`config.mk`:
```
export PLATFORM = sky130hd
export DESIGN_NAME = sensor_rule_action_engine
export DESIGN_NICKNAME = d
export VERILOG_FILES = /design/src/hdl/srae_pkg.sv /design/src/hdl/srae_cmp.sv /design/src/hdl/sensor_rule_action_engine.sv
export VERILOG_INCLUDE_DIRS = /design/src /design/src/hdl
export SDC_FILE = /design/constraint.sdc
export NUM_CORES = 2
export LEC_CHECK = 0
export BUFFER_PORTS_ARGS = -buffer_cell sky130_fd_sc_hd__buf_2
export CAP_MARGIN = 5
export CORE_ASPECT_RATIO = 1.25
export CORE_MARGIN = 2
export CORE_UTILIZATION = 40
export DETAILED_ROUTE_END_ITERATION = 10
export SYNTH_ARGS = -nofsm -noshare
export SYNTH_HDL_FRONTEND = slang
export SYNTH_SLANG_ARGS = --single-unit
```
`constraint.sdc`:
```
create_clock -name i_clk -period 14 [get_ports i_clk]
set_clock_uncertainty 0.15 [all_clocks]
set_input_delay 2.8 -clock i_clk [delete_from_list [all_inputs] [get_ports i_clk]]
set_output_delay 2.8 -clock i_clk [all_outputs]
set_load 0.03 [all_outputs]
```
`src/hdl/assert_macros.svh`:
```
// Assertion macros shared by the rule engine RTL.
// Define ASSERT_OFF to compile the checks away.
`ifndef ASSERT_MACROS_SVH
`define ASSERT_MACROS_SVH
`ifndef ASSERT_OFF
`define ASSERT_IMPLIES(label, clk, rst_n, a, b) \
    label: assert property (@(posedge clk) disable iff (!rst_n) (a) |-> (b)) \
        else $error("assertion failed");
`define ASSERT_NEXT(label, clk, rst_n, a, b) \
    label: assert property (@(posedge clk) disable iff (!rst_n) (a) |=> (b)) \
        else $error("assertion failed");
`else
`define ASSERT_IMPLIES(label, clk, rst_n, a, b)
`define ASSERT_NEXT(label, clk, rst_n, a, b)
`endif
`endif

```
`src/hdl/srae_pkg.sv`:
```
// Package for the sensor rule action engine: payload structs, op codes,
// sequencer states and constants. No dependencies.
package srae_pkg;
    localparam int RULE_COUNT_DEF = 16;
    localparam int FLAG_COUNT_DEF = 5;
    localparam logic [15:0] RANGE_LIMIT = 16'd8190;
    localparam logic [15:0] RANGE_CLEAN = 16'd9999;

    typedef enum logic [2:0] {
        OP_TICK = 3'd0, OP_COND1 = 3'd1, OP_COND2 = 3'd2, OP_THEN = 3'd3, OP_ELSE = 3'd4
    } t_op;

    typedef enum logic [1:0] {
        REL_LT = 2'd0, REL_GT = 2'd1, REL_EQ = 2'd2, REL_NONE = 2'd3
    } t_rel;

    localparam logic [1:0] LINK_AND = 2'd1;
    localparam logic [1:0] LINK_OR  = 2'd2;
    localparam logic [3:0] SRC_DIST = 4'd1;
    localparam logic [3:0] SRC_LINE = 4'd2;
    localparam logic [3:0] SRC_FLAG = 4'd3;
    localparam logic [3:0] TGT_LEFT = 4'd1;
    localparam logic [3:0] TGT_RIGHT = 4'd2;
    localparam logic [3:0] TGT_BOTH = 4'd3;
    localparam logic [3:0] TGT_FLAG = 4'd4;

    typedef enum logic [1:0] {
        ST_IDLE, ST_COND1, ST_COND2, ST_DONE
    } t_state;

    typedef struct packed {
        logic [2:0]         op;
        logic [15:0]        range_mm;
        logic               range_timeout;
        logic               line_sensor;
        logic [47:0]        now_ms;
        logic [3:0]         rule_index;
        logic [3:0]         kind;
        logic [1:0]         relation;
        logic signed [15:0] value;
        logic [15:0]        extra;
    } t_in;

    typedef struct packed {
        logic signed [15:0] left_speed;
        logic signed [15:0] right_speed;
        logic               moving;
        logic               held;
    } t_out;

    // One comparison request to the shared compare unit.
    typedef struct packed {
        logic [3:0]         src;
        logic [1:0]         rel;
        logic signed [15:0] thr;
    } t_cmp_req;
endpackage

```
`src/hdl/srae_cmp.sv`:
```
// Shared comparison unit: picks a source and compares it with a threshold.
// Depends on srae_pkg.
module srae_cmp #(
    parameter int FLAG_COUNT = srae_pkg::FLAG_COUNT_DEF
) (
    input  srae_pkg::t_cmp_req         i_req,
    input  logic signed [15:0]         i_dist,
    input  logic                       i_line,
    input  logic [FLAG_COUNT*16-1:0]   i_flags,
    output logic                       o_true
);
    import srae_pkg::*;
    logic signed [15:0] v;
    logic               ok;
    logic [3:0]         fidx;
    always_comb begin
        v = '0;
        ok = 1'b1;
        fidx = i_req.src - SRC_FLAG;
        if (i_req.src == SRC_DIST) begin
            v = i_dist;
        end else if (i_req.src == SRC_LINE) begin
            v = {15'd0, i_line};
        end else if (i_req.src >= SRC_FLAG && {28'd0, fidx} < FLAG_COUNT) begin
            v = i_flags[fidx*16 +: 16];
        end else begin
            ok = 1'b0;
        end
        case (t_rel'(i_req.rel))
            REL_LT:  o_true = ok && (v < i_req.thr);
            REL_GT:  o_true = ok && (v > i_req.thr);
            REL_EQ:  o_true = ok && (v == i_req.thr);
            default: o_true = 1'b0;
        endcase
    end
endmodule

```
`src/hdl/sensor_rule_action_engine.sv`:
```
// Top level of the sensor rule action engine: rule tables, flags, hold timer
// and the rule-walk sequencer. Depends on srae_pkg, srae_cmp, assert_macros.svh.
`include "assert_macros.svh"
// A write transaction (op 1 to 4) gives no result. A tick transaction walks
// the rule table with one shared compare unit: each active rule uses its
// first comparison, and the second one too when its link is AND or OR; a
// tick inside a running hold skips the walk and replays the locked speeds.
// busy is high from acceptance until the result strobe. o_valid is high for
// exactly one cycle with the result; the receiver cannot stall, so take it
// then. Unknown ops are dropped without a result.
module sensor_rule_action_engine #(
    parameter int RULE_COUNT = srae_pkg::RULE_COUNT_DEF,
    parameter int FLAG_COUNT = srae_pkg::FLAG_COUNT_DEF
) (
    input  logic            i_clk,
    input  logic            i_rst_n,
    input  logic            start,
    output logic            busy,
    input  srae_pkg::t_in   i_item,
    output logic            o_valid,
    output srae_pkg::t_out  o_result
);
    import srae_pkg::*;
    localparam int RW = (RULE_COUNT > 1) ? $clog2(RULE_COUNT) : 1;
    localparam int CW = $clog2(RULE_COUNT + 1);

    // Rule tables in flip-flops; reset clears them (writes reach at most 16 entries, as rule_index is 4 bits).
    logic                r_active [RULE_COUNT];
    logic [1:0]          r_link   [RULE_COUNT];
    t_cmp_req            r_c1     [RULE_COUNT];
    t_cmp_req            r_c2     [RULE_COUNT];
    logic [3:0]          r_tkind  [RULE_COUNT];
    logic signed [15:0]  r_tval   [RULE_COUNT];
    logic [15:0]         r_dur    [RULE_COUNT];
    logic [3:0]          r_ekind  [RULE_COUNT];
    logic signed [15:0]  r_eval   [RULE_COUNT];
    logic [FLAG_COUNT*16-1:0] r_flags;

    logic [47:0]         r_hold_end;
    logic signed [15:0]  r_held_l, r_held_r;
    logic                r_hold_run;

    t_state              r_state, n_state;
    logic [CW-1:0]       r_idx, n_idx;
    logic                r_t1, n_t1;
    logic signed [15:0]  r_dist, r_left, r_right, n_left, n_right;
    logic                r_line;
    logic [47:0]         r_now;
    logic [15:0]         r_pend, n_pend;
    logic                r_held, n_held;
    logic                r_valid;
    logic                r_busy;

    logic [RW-1:0]       ri;
    logic [RW-1:0]       wr_idx;
    t_cmp_req            cmp_req;
    logic                cmp_true;
    logic                rule_t;
    logic                rule_done;
    logic [3:0]          act_k;
    logic signed [15:0]  act_v;
    logic                flag_we;
    logic [3:0]          flag_sel;

    assign ri = r_idx[RW-1:0];
    assign wr_idx = RW'(i_item.rule_index);

    srae_cmp #(.FLAG_COUNT(FLAG_COUNT)) u_cmp (
        .i_req(cmp_req), .i_dist(r_dist), .i_line(r_line),
        .i_flags(r_flags), .o_true(cmp_true)
    );

    logic accept;
    logic hold_hit;
    assign accept = start && !r_busy;
    assign busy = r_busy;
    // A tick inside a running hold replays the locked speeds.
    assign hold_hit = r_hold_run && (i_item.now_ms < r_hold_end);

    // Sequencer: one comparison per cycle through the shared unit.
    always_comb begin
        n_state = r_state;
        n_idx = r_idx;
        n_t1 = r_t1;
        n_left = r_left;
        n_right = r_right;
        n_pend = r_pend;
        n_held = r_held;
        cmp_req = r_c1[ri];
        rule_t = 1'b0;
        rule_done = 1'b0;
        act_k = '0;
        act_v = '0;
        flag_we = 1'b0;
        flag_sel = '0;
        case (r_state)
            ST_IDLE: begin
                n_idx = '0;
            end
            ST_COND1: begin
                if (r_idx == CW'(RULE_COUNT)) begin
                    n_state = ST_DONE;
                end else if (!r_active[ri]) begin
                    n_idx = r_idx + 1'b1;
                end else if (r_link[ri] == LINK_AND || r_link[ri] == LINK_OR) begin
                    n_t1 = cmp_true;
                    n_state = ST_COND2;
                end else begin
                    rule_t = cmp_true;
                    rule_done = 1'b1;
                end
            end
            ST_COND2: begin
                cmp_req = r_c2[ri];
                rule_t = (r_link[ri] == LINK_AND) ? (cmp_true && r_t1) : (cmp_true || r_t1);
                rule_done = 1'b1;
                n_state = ST_COND1;
            end
            default: n_state = ST_IDLE;
        endcase
        if (rule_done) begin
            n_idx = r_idx + 1'b1;
            act_k = rule_t ? r_tkind[ri] : r_ekind[ri];
            act_v = rule_t ? r_tval[ri] : r_eval[ri];
            if (act_k == TGT_LEFT || act_k == TGT_BOTH) n_left = act_v;
            if (act_k == TGT_RIGHT || act_k == TGT_BOTH) n_right = act_v;
            flag_sel = act_k - TGT_FLAG;
            flag_we = (act_k >= TGT_FLAG) && ({28'd0, flag_sel} < FLAG_COUNT);
            if (rule_t && act_k >= TGT_LEFT && act_k <= TGT_BOTH) n_pend = r_dur[ri];
        end
        // Load a new transaction: clear the walk state and pick the first step.
        if (accept) begin
            n_idx = '0;
            n_left = '0;
            n_right = '0;
            n_pend = '0;
            n_held = 1'b0;
            n_state = ST_IDLE;
            if (t_op'(i_item.op) == OP_TICK) begin
                if (hold_hit) begin
                    n_left = r_held_l;
                    n_right = r_held_r;
                    n_held = 1'b1;
                    n_state = ST_DONE;
                end else begin
                    n_state = ST_COND1;
                end
            end
        end
    end

    always_ff @(posedge i_clk) begin
        if (!i_rst_n) begin
            r_state <= ST_IDLE;
            r_busy <= 1'b0;
            r_valid <= 1'b0;
            r_idx <= '0;
            r_flags <= '0;
            r_hold_end <= '0;
            r_held_l <= '0;
            r_held_r <= '0;
            r_hold_run <= 1'b0;
            for (int i = 0; i < RULE_COUNT; i++) begin
                r_active[i] <= 1'b0;
                r_link[i] <= '0;
                r_c1[i] <= '0;
                r_c2[i] <= '0;
                r_tkind[i] <= '0;
                r_tval[i] <= '0;
                r_dur[i] <= '0;
                r_ekind[i] <= '0;
                r_eval[i] <= '0;
            end
        end else begin
            r_state <= n_state;
            r_idx <= n_idx;
            r_t1 <= n_t1;
            r_left <= n_left;
            r_right <= n_right;
            r_pend <= n_pend;
            r_held <= n_held;
            r_valid <= (r_state == ST_DONE);
            if (flag_we) r_flags[flag_sel*16 +: 16] <= act_v;
            if (accept) begin
                r_busy <= 1'b1;
                r_dist <= (i_item.range_timeout || i_item.range_mm >= RANGE_LIMIT) ?
                          RANGE_CLEAN : i_item.range_mm;
                r_line <= i_item.line_sensor;
                r_now <= i_item.now_ms;
                case (t_op'(i_item.op))
                    OP_TICK: begin
                        if (!hold_hit) r_hold_run <= 1'b0;
                    end
                    OP_COND1, OP_COND2, OP_THEN, OP_ELSE: begin
                        if ({28'd0, i_item.rule_index} < RULE_COUNT) begin
                            case (t_op'(i_item.op))
                                OP_COND1: begin
                                    r_active[wr_idx] <= i_item.extra[0];
                                    r_link[wr_idx] <= i_item.extra[2:1];
                                    r_c1[wr_idx] <=
                                        {i_item.kind, i_item.relation, i_item.value};
                                end
                                OP_COND2: r_c2[wr_idx] <=
                                        {i_item.kind, i_item.relation, i_item.value};
                                OP_THEN: begin
                                    r_tkind[wr_idx] <= i_item.kind;
                                    r_tval[wr_idx] <= i_item.value;
                                    r_dur[wr_idx] <= i_item.extra;
                                end
                                default: begin
                                    r_ekind[wr_idx] <= i_item.kind;
                                    r_eval[wr_idx] <= i_item.value;
                                end
                            endcase
                        end
                    end
                    default: ;
                endcase
            end else if (r_state == ST_IDLE) begin
                r_busy <= 1'b0;
            end else if (r_state == ST_DONE) begin
                // Emit the result; lock the speeds if a hold was requested.
                r_busy <= 1'b0;
                if (r_pend != '0) begin
                    r_hold_end <= r_now + {32'd0, r_pend};
                    r_held_l <= r_left;
                    r_held_r <= r_right;
                    r_hold_run <= 1'b1;
                end
            end
        end
    end

    assign o_valid = r_valid;
    assign o_result.left_speed = r_left;
    assign o_result.right_speed = r_right;
    assign o_result.moving = (r_left != 0) || (r_right != 0);
    assign o_result.held = r_held;

    `ASSERT_IMPLIES(a_valid_not_busy, i_clk, i_rst_n, r_valid, !r_busy)
    `ASSERT_NEXT(a_done_strobe, i_clk, i_rst_n, r_state == ST_DONE, r_valid)
    `ASSERT_IMPLIES(a_walk_busy, i_clk, i_rst_n, r_state != ST_IDLE, r_busy)
    `ASSERT_IMPLIES(a_held_no_pend, i_clk, i_rst_n, r_valid && r_held, r_pend == '0)
endmodule

```
==> results.txt <==
htree depth: 4
Yosys reg bits: 1937
Worst EP required: 14.58 ns
Worst setup EP type: register
worst hold-check path type: reg2reg
vias in the first global route: 52300
largest family of logic cells by synthesized area: simple AND/OR/NAND/NOR gates
R2R depth: 32
DR vias/cell: 5.59
Nets: 6323
final hold vios: 0
Pre-Repair DR Iteration Count: 6
setup TNS: 0 ns
Max Buffers Root-to-Sink: 4
maxcap violations: 0
Layout area overhead: 11.9%
R2R Setup Slk: 2.28 ns
number of flops mapped to enable cells by yosys: 1747
most frequent cells in the layout: 1747 x edfxtp_1, 1694 x and2_1, 479 x mux4_2, 219 x nand2_1, 204 x clkbuf_16
FF-to-FF End: r_flags[67]$_SDFFE_PN0P_
CTS tree: done
sw frac: 22.6%
PortBufs: 149
total power of the final layout: 12.5 mW
CTS Buf Count: 200
post-CTS setup buffers: 0
# setup viols final: 0
count of cell types in the netlist: 75
Avg Inst Size Synth: 14.6 um^2
Pwr per Cell Area: 125 nW/um^2
combinational power share: 5.5%
clk slew on worst S/H paths: 0.06 ns
first-pass GRT wire length: 371000 um
Primary FF master, synth: edfxtp_1
1st-iter DRT viols: 5723
crit path kind: reg2reg
antenna violations before repair: 27
CTS sink cnt: 1937
commonest non-fill, non-tap cell in the layout: edfxtp_1
Die Span X: 427 um
Compound-Gate Fraction of Synth Area: 3.60%
Slew Limit Fails: 0
Clock power frac: 42.0%
Post-synth ARST share: 0%
Worst-Skew Late Latency: 0.86 ns
internal power: 9.64 mW
largest net degree at the start of global routing: 105
Lkg Pwr: 34.7 nW
Post-CTS Hold Buffers: 0
via count: 51500
routed wire length: 256000 um
drc violations: 0
total net switching power: 2.82 mW
worst rel slew slack: 17.3%
Worst Hold Depth: 2
DRT antenna net count: 0
Startpoint Class: register
# rows: 193
Final min period: 11.72 ns
Worst Hold Endpoint: r_hold_end[3]$_SDFFE_PN0P_
setup repair after global routing missed its margin: no
Worst Path Arrival: 12.31 ns
Synth Area in Simple Gates: 15.2%
Starting Density: 40.3%
CP max-delay cell: dfxtp_4
fin crit share: 83.7%
height of the die: 532 um
Max FO, Critical Path: 48
gpl congestion: 0.903
Fmax: 85.3 MHz
cts repair resizes: 0
mapped cell area: 89300 um^2
Mapped Cells: 6123
core area: 221000 um^2
share of cells above drive strength 1: 20.4%
CTS Root Cell: clkbuf_16
Reg power frac: 52.6%
IO Count: 150
Detailed Place HPWL: 152000 um
grt total ovfl: 0
maximum vdd drop: 0.102 mV
outcome: complete, no violations
Critical Path Max Stage Delay: 0.91 ns
drt wl/cell: 27.8 um
post-synthesis adder-cell area fraction: 1.40%
total of warnings raised by yosys: 0
most frequent CP cell: ha_1
Worst Max-Slew Pin Slew: 1.24 ns
Synth Area in XOR/XNOR: 0.441%
die area: 227000 um^2
Min-Delay Startpoint: r_hold_end[3]$_SDFFE_PN0P_
Seq/Total Area, Yosys: 63.0%
total track usage: 22.3%
multiplexer share of the synthesized area: 13.6%
## cell families after synthesis
group / after synthesis
AND/OR/NAND/NOR: 2329
buffers and inverters: 623
AO/OA/AOI/OAI: 499
XOR/XNOR: 45
flip-flops: 1937
multiplexers: 590
adder cells (fa/ha/maj): 99
other: 1
## per-stage QoR
step           setup slack [ns]  util [%]  instance area [um^2]  instances  hold slack [ns]
2_1_floorplan              3.92         -                 89300       6124            0.277
3_3_place_gp               2.38      42.3                 93600       8833            0.290
3_5_place_dp               2.24      42.3                 93600       8833            0.295
4_1_cts                    2.28      45.1                 99900       9193            0.303
5_1_grt                    1.62      45.1                 99900       9197            0.325
6_report                   2.28      45.1                 99900       9208            0.298
## critical path: cells and delay by family (launching register included)
family                   cells  cell delay, ns
buffers and inverters        5            1.52
flip-flops                   1            0.91
multiplexers                 5            2.34
adder cells (fa/ha/maj)      4            1.68
AO/OA/AOI/OAI               11            3.28
AND/OR/NAND/NOR              7            1.56
## sequential cells by signal, indices dropped and copies added (netlist names), 2 cells and up, named ones only
name	cells
r_tkind	64
r_tval	256
r_hold_end	48
r_held_l	16
r_eval	256
r_flags	80
r_c2	352
r_link	32
r_ekind	64
r_dur	256
r_held_r	16
r_pend	16
r_left	16
r_idx	5
r_now	48
r_c1	352
r_right	16
r_dist	16
r_state	2
r_active	16
## synthesized netlist by cell type, types with 23 or more instances
cell / n / area [um^2]
ha_1: 98 / 1230
and2_1: 1694 / 10600
buf_1: 55 / 206
nand4_1: 27 / 169
nor2_1: 144 / 541
mux4_2: 479 / 10800
o2bb2ai_1: 30 / 263
mux2_2: 23 / 259
a21oi_1: 108 / 541
xor2_1: 25 / 219
nand3_1: 101 / 505
a21o_1: 66 / 495
o21ai_0: 167 / 836
nand2_1: 219 / 822
a22oi_1: 34 / 255
dfxtp_1: 190 / 3800
clkbuf_1: 450 / 1690
edfxtp_1: 1747 / 52500
mux2i_1: 66 / 661
inv_1: 85 / 319
## routing by layer
metal	wire length, um	up-vias	track usage (%)
met1	104000	26800	29.7
li1	-	22500	-
met3	16200	443	2.96
met4	9120	12	7.46
met2	127000	1782	37.7
met5	80	-	0
## cell type report
class / count / area, um^2
multi-input cells: 3564 / 31300
repair buffers: 322 / 2080
flip-flops and latches: 1937 / 56300
inverters: 85 / 320
well taps: 2925 / 3660
clock buffers: 267 / 5440
clock inverters: 93 / 806
fillers: 19200 / 122000
diodes: 15 / 37.5
## power groups by stage
stage               combinational (mW)  clock [mW]  sequential, mW
global placement                 0.681           0            6.66
floorplan                        0.379           0            6.66
detailed placement               0.687           0            6.67
CTS                              0.688        5.31            6.55
global route                     0.724        5.52            6.56
finish                           0.684        5.23            6.55
## worst max-delay path by stage
stage | start | end | slack, ns
floorplan | register | r_flags[38]$_SDFFE_PN0P_ | 3.92
global placement | register | r_flags[69]$_SDFFE_PN0P_ | 2.38
detailed placement | register | r_flags[67]$_SDFFE_PN0P_ | 2.24
CTS | register | r_flags[67]$_SDFFE_PN0P_ | 2.28
global route | register | r_flags[68]$_SDFFE_PN0P_ | 1.62
finish | register | r_flags[67]$_SDFFE_PN0P_ | 2.28
Note: power is estimated with default switching activity, not from simulation.
